### src/hw/rtl/wsc_pkg.sv
`timescale 1ns / 1ps

package wsc_pkg;

  localparam int NUM_WHEELS = 4;
  localparam int WHEEL_W    = 2;

  localparam int VEL_W   = 32;
  localparam int RAD_W   = 16;
  localparam int MS_W    = 24;
  localparam int PULSE_W = 12;
  localparam int PROD_W  = VEL_W + RAD_W;
  localparam int QUO_W   = 16;

  localparam int BITS_PER_STAGE = 2;
  localparam int DIV_STAGES     = QUO_W / BITS_PER_STAGE;

  localparam logic [7:0]  CMD_SET_TARGET = 8'h84;
  localparam logic [16:0] ONE_Q16        = 17'h10000;
  localparam logic signed [32:0] HALF_Q16 = 33'sd32768;

  localparam int CFG_ADDR_W = 3;
  localparam int CFG_DATA_W = 32;

  localparam logic [CFG_ADDR_W-1:0] REG_RADIUS        = 3'd0;
  localparam logic [CFG_ADDR_W-1:0] REG_MAX_SPEED     = 3'd1;
  localparam logic [CFG_ADDR_W-1:0] REG_PULSE_MIN     = 3'd2;
  localparam logic [CFG_ADDR_W-1:0] REG_PULSE_NEUTRAL = 3'd3;
  localparam logic [CFG_ADDR_W-1:0] REG_PULSE_MAX     = 3'd4;
  localparam logic [CFG_ADDR_W-1:0] REG_INVERT_MASK   = 3'd5;
  localparam logic [CFG_ADDR_W-1:0] REG_CHANNEL_MAP   = 3'd6;

  typedef struct packed {
    logic [RAD_W-1:0]   radius;
    logic [MS_W-1:0]    max_speed;
    logic [PULSE_W-1:0] pulse_min;
    logic [PULSE_W-1:0] pulse_neutral;
    logic [PULSE_W-1:0] pulse_max;
    logic [1:0]         invert_mask;
    logic [31:0]        channel_map;
  } cfg_t;

  // one item in flight through the divider
  typedef struct packed {
    logic               neutral;
    logic [WHEEL_W-1:0] wheel;
    logic               neg;
    logic               sat;
    logic               zero;
    logic [MS_W-1:0]    rem;
    logic [QUO_W-1:0]   num_lo;
    logic [QUO_W-1:0]   quo;
  } div_tok_t;

  typedef struct packed {
    logic [7:0] channel;
    logic [6:0] lo7;
    logic [6:0] hi7;
  } cmd_t;

  // restoring division, BITS_PER_STAGE quotient bits
  function automatic div_tok_t div_step(input div_tok_t t, input logic [MS_W-1:0] ms);
    div_tok_t o;
    logic [MS_W:0] r;
    o = t;
    for (int b = 0; b < BITS_PER_STAGE; b++) begin
      r = {o.rem, o.num_lo[QUO_W-1]};
      o.num_lo = {o.num_lo[QUO_W-2:0], 1'b0};
      if (r >= {1'b0, ms}) begin
        o.rem = MS_W'(r - {1'b0, ms});
        o.quo = {o.quo[QUO_W-2:0], 1'b1};
      end else begin
        o.rem = r[MS_W-1:0];
        o.quo = {o.quo[QUO_W-2:0], 1'b0};
      end
    end
    return o;
  endfunction

endpackage

### src/hw/rtl/wsc_front.sv
`timescale 1ns / 1ps

module wsc_front (
  input  logic                         clk,
  input  logic                         rst_n,
  input  logic                         en,
  input  wsc_pkg::cfg_t                cfg,
  input  logic                         in_valid,
  input  logic                         in_neutral,
  input  logic [wsc_pkg::WHEEL_W-1:0]  in_wheel,
  input  logic [wsc_pkg::VEL_W-1:0]    in_vel,
  output logic                         tok_valid,
  output wsc_pkg::div_tok_t            tok
);

  localparam int PW = wsc_pkg::PROD_W;

  logic                        v1_r, v2_r, v3_r;
  logic                        neutral1_r, neutral2_r;
  logic [wsc_pkg::WHEEL_W-1:0] wheel1_r, wheel2_r;
  logic                        inv1_r;
  logic signed [PW-1:0]        prod1_r;
  logic [PW-1:0]               mag2_r;
  logic                        neg2_r;
  wsc_pkg::div_tok_t           tok3_r;

  logic signed [PW-1:0] prod_nxt;
  logic                 item_ok;
  logic [PW-1:0]        ms_scaled;

  assign item_ok  = 32'(in_wheel) < wsc_pkg::NUM_WHEELS;
  assign prod_nxt = $signed({{(PW - wsc_pkg::VEL_W){in_vel[wsc_pkg::VEL_W-1]}}, in_vel}) *
                    $signed({{(PW - wsc_pkg::RAD_W){1'b0}}, cfg.radius});
  assign ms_scaled = {{(PW - wsc_pkg::MS_W - wsc_pkg::QUO_W){1'b0}}, cfg.max_speed,
                      {wsc_pkg::QUO_W{1'b0}}};

  always_ff @(posedge clk) begin
    if (!rst_n) begin
      v1_r <= 1'b0;
      v2_r <= 1'b0;
      v3_r <= 1'b0;
    end else if (en) begin
      v1_r <= in_valid && item_ok;
      v2_r <= v1_r;
      v3_r <= v2_r;
    end
  end

  always_ff @(posedge clk) begin
    if (en) begin
      // stage 1: linear speed
      neutral1_r <= in_neutral;
      wheel1_r   <= in_wheel;
      inv1_r     <= cfg.invert_mask[in_wheel[0]];
      prod1_r    <= prod_nxt;
      // stage 2: magnitude and direction
      neutral2_r <= neutral1_r;
      wheel2_r   <= wheel1_r;
      neg2_r     <= prod1_r[PW-1] ^ inv1_r;
      mag2_r     <= prod1_r[PW-1] ? (~prod1_r + PW'(1)) : prod1_r;
      // stage 3: saturation check, divider setup
      tok3_r.neutral <= neutral2_r;
      tok3_r.wheel   <= wheel2_r;
      tok3_r.neg     <= neg2_r;
      tok3_r.sat     <= mag2_r >= ms_scaled;
      tok3_r.zero    <= mag2_r == '0;
      tok3_r.rem     <= mag2_r[wsc_pkg::QUO_W +: wsc_pkg::MS_W];
      tok3_r.num_lo  <= mag2_r[wsc_pkg::QUO_W-1:0];
      tok3_r.quo     <= '0;
    end
  end

  assign tok_valid = v3_r;
  assign tok       = tok3_r;

endmodule

### src/hw/rtl/wsc_div.sv
`timescale 1ns / 1ps

module wsc_div (
  input  logic                         clk,
  input  logic                         rst_n,
  input  logic                         en,
  input  logic [wsc_pkg::MS_W-1:0]     max_speed,
  input  logic                         tok_in_valid,
  input  wsc_pkg::div_tok_t            tok_in,
  output logic                         tok_out_valid,
  output wsc_pkg::div_tok_t            tok_out
);

  localparam int N = wsc_pkg::DIV_STAGES;

  logic              v_r   [N];
  wsc_pkg::div_tok_t tok_r [N];
  logic              src_v [N];
  wsc_pkg::div_tok_t src   [N];

  for (genvar s = 0; s < N; s++) begin : g_stage
    if (s == 0) begin : g_first
      assign src_v[s] = tok_in_valid;
      assign src[s]   = tok_in;
    end else begin : g_rest
      assign src_v[s] = v_r[s-1];
      assign src[s]   = tok_r[s-1];
    end

    always_ff @(posedge clk) begin
      if (!rst_n) begin
        v_r[s] <= 1'b0;
      end else if (en) begin
        v_r[s] <= src_v[s];
      end
    end

    always_ff @(posedge clk) begin
      if (en) begin
        tok_r[s] <= wsc_pkg::div_step(src[s], max_speed);
      end
    end
  end

  assign tok_out_valid = v_r[N-1];
  assign tok_out       = tok_r[N-1];

endmodule

### src/hw/rtl/wsc_map.sv
`timescale 1ns / 1ps

module wsc_map (
  input  logic               clk,
  input  logic               rst_n,
  input  logic               en,
  input  wsc_pkg::cfg_t      cfg,
  input  logic               tok_valid,
  input  wsc_pkg::div_tok_t  tok,
  output logic               cmd_valid,
  output wsc_pkg::cmd_t      cmd
);

  logic                        v1_r, v2_r;
  logic                        neutral1_r;
  logic [wsc_pkg::WHEEL_W-1:0] wheel1_r;
  logic signed [30:0]          prod1_r;
  wsc_pkg::cmd_t               cmd2_r;

  logic [16:0]        q;
  logic signed [12:0] span;
  logic signed [30:0] prod_nxt;
  logic signed [32:0] sum;
  logic [11:0]        pulse;
  logic [13:0]        target;

  always_comb begin
    if (tok.zero) begin
      q = '0;
    end else if (tok.sat) begin
      q = wsc_pkg::ONE_Q16;
    end else begin
      q = {1'b0, tok.quo};
    end
  end

  // reverse side folds the sign of the ratio into the span
  assign span = tok.neg ? ($signed({1'b0, cfg.pulse_min}) - $signed({1'b0, cfg.pulse_neutral}))
                        : ($signed({1'b0, cfg.pulse_max}) - $signed({1'b0, cfg.pulse_neutral}));
  assign prod_nxt = $signed({14'b0, q}) * $signed({{18{span[12]}}, span});

  assign sum = $signed({5'b0, cfg.pulse_neutral, 16'b0}) +
               $signed({{2{prod1_r[30]}}, prod1_r}) + wsc_pkg::HALF_Q16;
  assign pulse  = neutral1_r ? cfg.pulse_neutral : sum[27:16];
  assign target = {pulse, 2'b00};

  always_ff @(posedge clk) begin
    if (!rst_n) begin
      v1_r <= 1'b0;
      v2_r <= 1'b0;
    end else if (en) begin
      v1_r <= tok_valid;
      v2_r <= v1_r;
    end
  end

  always_ff @(posedge clk) begin
    if (en) begin
      neutral1_r     <= tok.neutral;
      wheel1_r       <= tok.wheel;
      prod1_r        <= prod_nxt;
      cmd2_r.channel <= cfg.channel_map[{wheel1_r, 3'b000} +: 8];
      cmd2_r.lo7     <= target[6:0];
      cmd2_r.hi7     <= target[13:7];
    end
  end

  assign cmd_valid = v2_r;
  assign cmd       = cmd2_r;

endmodule

### src/hw/rtl/wsc_ser.sv
`timescale 1ns / 1ps

module wsc_ser (
  input  logic           clk,
  input  logic           rst_n,
  input  logic           cmd_valid,
  input  wsc_pkg::cmd_t  cmd,
  output logic           ser_ready,
  output logic           out_tvalid,
  input  logic           out_tready,
  output logic [7:0]     out_tdata,
  output logic           out_tlast
);

  typedef enum logic [1:0] {
    BYTE_OP = 2'd0,
    BYTE_CH = 2'd1,
    BYTE_LO = 2'd2,
    BYTE_HI = 2'd3
  } byte_sel_t;

  logic          busy_r, busy_nxt;
  logic          pend_valid_r, pend_valid_nxt;
  byte_sel_t     idx_r, idx_nxt;
  wsc_pkg::cmd_t cur_r, cur_nxt;
  wsc_pkg::cmd_t pend_r, pend_nxt;

  logic take, done, free_cur, load;

  assign take      = out_tvalid && out_tready;
  assign done      = take && (idx_r == BYTE_HI);
  assign free_cur  = !busy_r || done;
  assign ser_ready = !pend_valid_r;
  assign load      = cmd_valid && ser_ready;

  always_comb begin
    busy_nxt       = busy_r;
    pend_valid_nxt = pend_valid_r;
    idx_nxt        = take ? byte_sel_t'(idx_r + 2'd1) : idx_r;
    cur_nxt        = cur_r;
    pend_nxt       = pend_r;
    if (free_cur) begin
      if (pend_valid_r) begin
        busy_nxt       = 1'b1;
        cur_nxt        = pend_r;
        pend_valid_nxt = 1'b0;
      end else if (load) begin
        busy_nxt = 1'b1;
        cur_nxt  = cmd;
      end else begin
        busy_nxt = 1'b0;
      end
    end else if (load) begin
      pend_valid_nxt = 1'b1;
      pend_nxt       = cmd;
    end
  end

  always_ff @(posedge clk) begin
    if (!rst_n) begin
      busy_r       <= 1'b0;
      pend_valid_r <= 1'b0;
      idx_r        <= BYTE_OP;
    end else begin
      busy_r       <= busy_nxt;
      pend_valid_r <= pend_valid_nxt;
      idx_r        <= idx_nxt;
    end
  end

  always_ff @(posedge clk) begin
    cur_r  <= cur_nxt;
    pend_r <= pend_nxt;
  end

  always_comb begin
    unique case (idx_r)
      BYTE_OP: out_tdata = wsc_pkg::CMD_SET_TARGET;
      BYTE_CH: out_tdata = cur_r.channel;
      BYTE_LO: out_tdata = {1'b0, cur_r.lo7};
      BYTE_HI: out_tdata = {1'b0, cur_r.hi7};
      default: out_tdata = wsc_pkg::CMD_SET_TARGET;
    endcase
  end

  assign out_tvalid = busy_r;
  assign out_tlast  = idx_r == BYTE_HI;

  a_pend_needs_busy: assert property (@(posedge clk) disable iff (!rst_n)
    pend_valid_r |-> busy_r)
    else $error("waiting command without one in progress");

  a_handover: assert property (@(posedge clk) disable iff (!rst_n)
    (out_tvalid && out_tready && idx_r == BYTE_HI && pend_valid_r) |=>
    (busy_r && idx_r == BYTE_OP && !pend_valid_r))
    else $error("waiting command not started after last byte");

  a_no_drop: assert property (@(posedge clk) disable iff (!rst_n)
    (cmd_valid && !pend_valid_r && busy_r &&
     !(out_tvalid && out_tready && idx_r == BYTE_HI)) |=> pend_valid_r)
    else $error("command lost while serializer busy");

endmodule

### src/hw/rtl/wheel_speed_to_servo_command.sv
`timescale 1ns / 1ps
// Turns wheel velocity requests into four-byte servo set-target commands.
// Input request: in_tdata carries the velocity (signed Q16.16 rad/s), in_tuser
// carries the request kind (speed or neutral) and the wheel number. Each
// request yields four bytes on the out_ stream: 0x84, channel, target bits
// 6..0, target bits 13..7, with out_tlast on the fourth byte.
// Registers are written through cfg_we/cfg_addr/cfg_wdata; the user must write
// them only while idle, which the block itself does not enforce. Pipeline: 13
// stages (multiply, magnitude, saturation check, eight two-bit divider stages,
// span multiply, rounding), then the byte serializer, which registers a command
// before it presents the first byte. Commands leave four bytes each through the
// single byte lane of the serializer, which holds one command in flight and one
// waiting.
// Reset (rst_n low, synchronous) empties the pipeline and the serializer and
// loads the register defaults. When the receiver stalls, the serializer fills
// its waiting slot, the pipeline then stops as a whole and in_tready drops;
// nothing is lost or repeated.

module wheel_speed_to_servo_command (
  input  logic                             clk,
  input  logic                             rst_n,
  input  logic                             in_tvalid,
  output logic                             in_tready,
  input  logic [31:0]                      in_tdata,   // [31:0] velocity
  input  logic [2:0]                       in_tuser,   // [0] req_type, [2:1] wheel
  output logic                             out_tvalid,
  input  logic                             out_tready,
  output logic [7:0]                       out_tdata,  // [7:0] cmd_byte
  output logic                             out_tlast,
  input  logic                             cfg_we,
  input  logic [wsc_pkg::CFG_ADDR_W-1:0]   cfg_addr,
  input  logic [wsc_pkg::CFG_DATA_W-1:0]   cfg_wdata
);

  wsc_pkg::cfg_t     cfg_r;
  logic              en;
  logic              front_valid, div_valid, map_valid, ser_ready;
  wsc_pkg::div_tok_t front_tok, div_tok;
  wsc_pkg::cmd_t     map_cmd;

  always_ff @(posedge clk) begin
    if (!rst_n) begin
      cfg_r.radius        <= 16'd6554;
      cfg_r.max_speed     <= 24'd65536;
      cfg_r.pulse_min     <= 12'd1000;
      cfg_r.pulse_neutral <= 12'd1500;
      cfg_r.pulse_max     <= 12'd2000;
      cfg_r.invert_mask   <= 2'd0;
      cfg_r.channel_map   <= 32'h03020100;
    end else if (cfg_we) begin
      unique case (cfg_addr)
        wsc_pkg::REG_RADIUS:        cfg_r.radius        <= cfg_wdata[15:0];
        wsc_pkg::REG_MAX_SPEED:     cfg_r.max_speed     <= cfg_wdata[23:0];
        wsc_pkg::REG_PULSE_MIN:     cfg_r.pulse_min     <= cfg_wdata[11:0];
        wsc_pkg::REG_PULSE_NEUTRAL: cfg_r.pulse_neutral <= cfg_wdata[11:0];
        wsc_pkg::REG_PULSE_MAX:     cfg_r.pulse_max     <= cfg_wdata[11:0];
        wsc_pkg::REG_INVERT_MASK:   cfg_r.invert_mask   <= cfg_wdata[1:0];
        wsc_pkg::REG_CHANNEL_MAP:   cfg_r.channel_map   <= cfg_wdata;
        default: ;
      endcase
    end
  end

  // whole pipeline moves together unless its last stage is blocked
  assign en        = !map_valid || ser_ready;
  assign in_tready = en;

  wsc_front u_front (
    .clk        (clk),
    .rst_n      (rst_n),
    .en         (en),
    .cfg        (cfg_r),
    .in_valid   (in_tvalid),
    .in_neutral (in_tuser[0]),
    .in_wheel   (in_tuser[2:1]),
    .in_vel     (in_tdata),
    .tok_valid  (front_valid),
    .tok        (front_tok)
  );

  wsc_div u_div (
    .clk           (clk),
    .rst_n         (rst_n),
    .en            (en),
    .max_speed     (cfg_r.max_speed),
    .tok_in_valid  (front_valid),
    .tok_in        (front_tok),
    .tok_out_valid (div_valid),
    .tok_out       (div_tok)
  );

  wsc_map u_map (
    .clk       (clk),
    .rst_n     (rst_n),
    .en        (en),
    .cfg       (cfg_r),
    .tok_valid (div_valid),
    .tok       (div_tok),
    .cmd_valid (map_valid),
    .cmd       (map_cmd)
  );

  wsc_ser u_ser (
    .clk        (clk),
    .rst_n      (rst_n),
    .cmd_valid  (map_valid),
    .cmd        (map_cmd),
    .ser_ready  (ser_ready),
    .out_tvalid (out_tvalid),
    .out_tready (out_tready),
    .out_tdata  (out_tdata),
    .out_tlast  (out_tlast)
  );

endmodule
### config.mk
export PLATFORM = sky130hd
export DESIGN_NAME = wheel_speed_to_servo_command
export DESIGN_NICKNAME = d
export VERILOG_FILES = /design/src/hw/rtl/wsc_pkg.sv /design/src/hw/rtl/wsc_front.sv /design/src/hw/rtl/wsc_div.sv /design/src/hw/rtl/wsc_map.sv /design/src/hw/rtl/wsc_ser.sv /design/src/hw/rtl/wheel_speed_to_servo_command.sv
export SDC_FILE = /design/constraint.sdc
export NUM_CORES = 2
export LEC_CHECK = 0
export ABC_CLOCK_PERIOD_IN_PS = 19800
export BUFFER_PORTS_ARGS = -buffer_cell sky130_fd_sc_hd__buf_2
export CAP_MARGIN = 15
export CORE_MARGIN = 3
export CORE_UTILIZATION = 38
export CTS_BUF_LIST = sky130_fd_sc_hd__clkbuf_8
export CTS_CLUSTER_DIAMETER = 50
export DETAILED_ROUTE_END_ITERATION = 16
export HOLD_SLACK_MARGIN = 0.05
export SYNTH_ARGS = -nofsm -noshare
export SYNTH_HDL_FRONTEND = slang
export SYNTH_HIERARCHICAL = 1
export SYNTH_SLANG_ARGS = --single-unit
### constraint.sdc
create_clock -name clk -period 19.8 [get_ports clk]
set_input_delay 0.99 -clock clk [delete_from_list [all_inputs] [get_ports clk]]
set_output_delay 0.99 -clock clk [all_outputs]
set_load 0.005 [all_outputs]
==> impl_metrics.prom <==
# TYPE chip_impl_metric gauge
chip_impl_metric{name="core_region_area",unit="µm²"} 188000
chip_impl_metric{name="number_of_global_route_vias_before_repair",unit=""} 54600
chip_impl_metric{name="tns",unit="ps"} 0
chip_impl_metric{name="fp.dieArea",unit="µm²"} 195000
chip_impl_info{name="unrepaired_setup_endpoints_after_global_routing",value="false"} 1
chip_impl_metric{name="numPortBuffers",unit=""} 85
chip_impl_metric{name="avgSynthCellArea",unit="µm²"} 9.89
chip_impl_metric{name="num_rows",unit=""} 159
chip_impl_metric{name="routed_wl_per_cell",unit="µm"} 19.9
chip_impl_metric{name="postCtsHoldBufs",unit=""} 0
chip_impl_metric{name="timing.final.setup_violations",unit=""} 0
chip_impl_metric{name="fmax",unit="MHz"} 119
chip_impl_metric{name="critical_path_peak_fanout",unit=""} 12
chip_impl_metric{name="cts.repair.resized",unit=""} 0
chip_impl_info{name="worstSetupPathType",value="flip-flop to flip-flop"} 1
chip_impl_metric{name="detailed_routing_iteration_count_for_the_pre_antenna_repair_pass",unit=""} 6
chip_impl_info{name="crit_top_cell",value="fa_1"} 1
chip_impl_metric{name="drv_slew",unit=""} 0
chip_impl_metric{name="synthToLayoutAreaGrowth",unit="%"} 8.46
chip_impl_metric{name="synth.cell_area",unit="µm²"} 71900
chip_impl_metric{name="route.vias.total",unit=""} 53400
chip_impl_metric{name="hold_viol_final",unit=""} 0
chip_impl_metric{name="post_layout_min_period",unit="ps"} 8410
chip_impl_metric{name="fraction_of_layout_cells_with_a_size_suffix_above_1",unit=""} 0.0963
chip_impl_metric{name="effective_utilization_at_floorplan",unit=""} 0.383
chip_impl_metric{name="cts_sinks",unit=""} 701
chip_impl_metric{name="max_stage_delay",unit="ps"} 650
chip_impl_metric{name="dp_slack",unit="ps"} 11520
chip_impl_metric{name="timing.final.ws_setup",unit="ps"} 11390
chip_impl_metric{name="final-seq-area",unit="µm²"} 19900
chip_impl_metric{name="area_used_by_multi_input_combinational_logic",unit="µm²"} 47600
chip_impl_metric{name="cts.htree.levels",unit=""} 4
chip_impl_info{name="endpoint_kind",value="flip-flop"} 1
chip_impl_metric{name="cp_data_required_time",unit="ps"} 20390
chip_impl_info{name="hold_path_class",value="input pin to flip-flop"} 1
chip_impl_metric{name="dp_hpwl",unit="µm"} 149000
chip_impl_metric{name="routed_wirelength",unit="µm"} 198000
chip_impl_metric{name="path_clk_slew",unit="ps"} 60
chip_impl_metric{name="remaining_number_of_nets_flagged_by_the_antenna_check_after_routing",unit=""} 0
chip_impl_metric{name="finish.utilization",unit=""} 0.415
chip_impl_metric{name="cap_viol_max_count",unit=""} 0
chip_impl_info{name="cts_tree",value="built"} 1
chip_impl_info{name="slowest_stage",value="edfxtp_1"} 1
chip_impl_metric{name="layout_worst_path_cycle_share",unit=""} 0.425
chip_impl_metric{name="postPlaceCellArea",unit="µm²"} 75200
chip_impl_metric{name="grt_pass1_wl",unit="µm"} 309000
chip_impl_metric{name="tritoncts.num_buffers",unit=""} 134
chip_impl_metric{name="timing.critical_path.arrival",unit="ps"} 9010
chip_impl_info{name="rr_startpoint",value="u_div/tok_r[1][230]"} 1
chip_impl_info{name="clockRootBuffer",value="clkbuf_8"} 1
chip_impl_metric{name="grtUsageTotal",unit=""} 0.202
chip_impl_metric{name="cts.repair_timing.setup_buffer_count",unit=""} 0
chip_impl_metric{name="max_slew_margin",unit=""} 0.195
chip_impl_metric{name="globalRouteOverflowTotal",unit=""} 0
chip_impl_metric{name="fill_cells",unit=""} 18300
chip_impl_metric{name="r2r_slack",unit="ps"} 11390
chip_impl_metric{name="vias_per_cell",unit=""} 5.36
chip_impl_metric{name="worst_slew_pin_slew",unit="ps"} 1210
chip_impl_metric{name="dieHeight",unit="µm"} 441
chip_impl_metric{name="finish.net_count",unit=""} 8720
chip_impl_metric{name="stdcell_area",unit="µm²"} 78000
chip_impl_info{name="rr_endpoint",value="u_map/prod1_r[23]"} 1
chip_impl_metric{name="grt_antenna_before_repair",unit=""} 5
chip_impl_metric{name="top_level_ports",unit=""} 86
chip_impl_metric{name="synthesized_netlist_cell_count",unit=""} 7270
chip_impl_info{name="run_status",value="finished, final reports clean"} 1
chip_impl_info{name="crit_start",value="u_div/tok_r[1][230]"} 1
chip_impl_info{name="worst_path_dominant_cell_family",value="adder cells"} 1
chip_impl_metric{name="cp_num_buf_inv",unit=""} 5
chip_impl_metric{name="dieWidth",unit="µm"} 441
chip_impl_info{name="setup.worst_path.end",value="u_map/prod1_r[23]"} 1
chip_impl_metric{name="final.setup_skew",unit="ps"} 52.1
chip_impl_metric{name="cell_depth_of_the_worst_flop_to_flop_path",unit=""} 28
chip_impl_metric{name="finalWeightedCongestion",unit=""} 0.914
chip_impl_metric{name="ctsLongestPathBuffers",unit=""} 3
chip_impl_metric{name="worstSkewPairLatency",unit="ps"} 880
chip_impl_metric{name="crit_cells",unit=""} 28
chip_impl_metric{name="first_iter_violations",unit=""} 3784
chip_impl_metric{name="ys.warnings.count",unit=""} 6
chip_impl_metric{name="largest_net_degree_at_the_start_of_global_routing",unit=""} 115
chip_impl_metric{name="drc",unit=""} 0
chip_impl_info{name="crit_path_start_kind",value="flip-flop"} 1
## routing by layer
layer | track usage | share of wire | vias to the layer above
li1 | - | - | 25100
met1 | 0.268 | 0.44 | 26400
met2 | 0.336 | 0.47 | 1532
met3 | 0.0269 | 0.053 | 384
met4 | 0.0775 | 0.039 | 0
met5 | 0 | 0 | -
## through the flow
| stage | hold slack [ps] | std cells |
|---|---|---|
| after floorplan | 400 | 7271 |
| after global placement | 401 | 9702 |
| after detailed placement | 405 | 9702 |
| after CTS | 189 | 9943 |
| after global routing | 224 | 9948 |
| final | 293 | 9948 |
## how the worst min path moves through the flow
stage	from	to	slack, ps	depth (start not counted)
finish	in_tuser[0]	u_front/neutral1_r	290	1
global route	in_tuser[0]	u_front/neutral1_r	220	1
CTS	in_tuser[0]	u_front/neutral1_r	190	1
detailed placement	u_div/tok_r[0][84]	u_div/tok_r[0][144]	400	0
global placement	u_div/tok_r[0][122]	u_div/tok_r[0][182]	400	0
floorplan	u_div/tok_r[0][54]	u_div/tok_r[0][112]	400	0
## sequential cells by signal (all words and copies together) (netlist names), 2 cells and up
signal / count
u_div/tok_r: 344
cfg_r: 110
u_front/mag2_r: 48
u_front/prod1_r: 48
u_front/tok: 46
u_ser/cur_r: 22
u_ser/pend_r: 22
u_map/cmd: 20
u_map/prod1_r: 13
u_div/v_r: 8
u_front/wheel1_r: 2
u_front/wheel2_r: 2
u_map/wheel1_r: 2
u_ser/idx_r: 2
## area by class of cell
| class | instances | share of cell area |
|---|---|---|
| clock inverter | 103 | 0.0115 |
| timing repair buffer | 178 | 0.0147 |
| antenna | 1 | 0.0000321 |
| inverter | 923 | 0.0444 |
| multi-input combinational | 5409 | 0.611 |
| tap | 2495 | 0.0400 |
| sequential | 701 | 0.254 |
| clock buffer | 138 | 0.0243 |
## placed cells by master (no fill, tap or decap), types with 175 or more instances in the layout
cell type / n
and2_1: 281
fa_1: 665
nand2_1: 791
o21ai_0: 246
nor2_1: 347
inv_1: 945
mux2_2: 231
a21o_1: 175
ha_1: 633
edfxtp_1: 581
a21oi_1: 383
xnor2_1: 293
## worst reg2reg max path, delay by kind of cell (launching register included)
| family | cells | cell delay (ps) |
|---|---|---|
| AOI/OAI and AO/OA | 8 | 2180 |
| DFF | 1 | 650 |
| and+or+nand+nor | 4 | 500 |
| adders and majority gates | 9 | 3950 |
| xor gates and xnor gates | 1 | 160 |
| muxes | 1 | 250 |
| buffers and inverters | 5 | 460 |
Power is left out: the tool's default activity adds up to more than one toggle a clock period on the data nets, which glitch-free logic cannot reach.
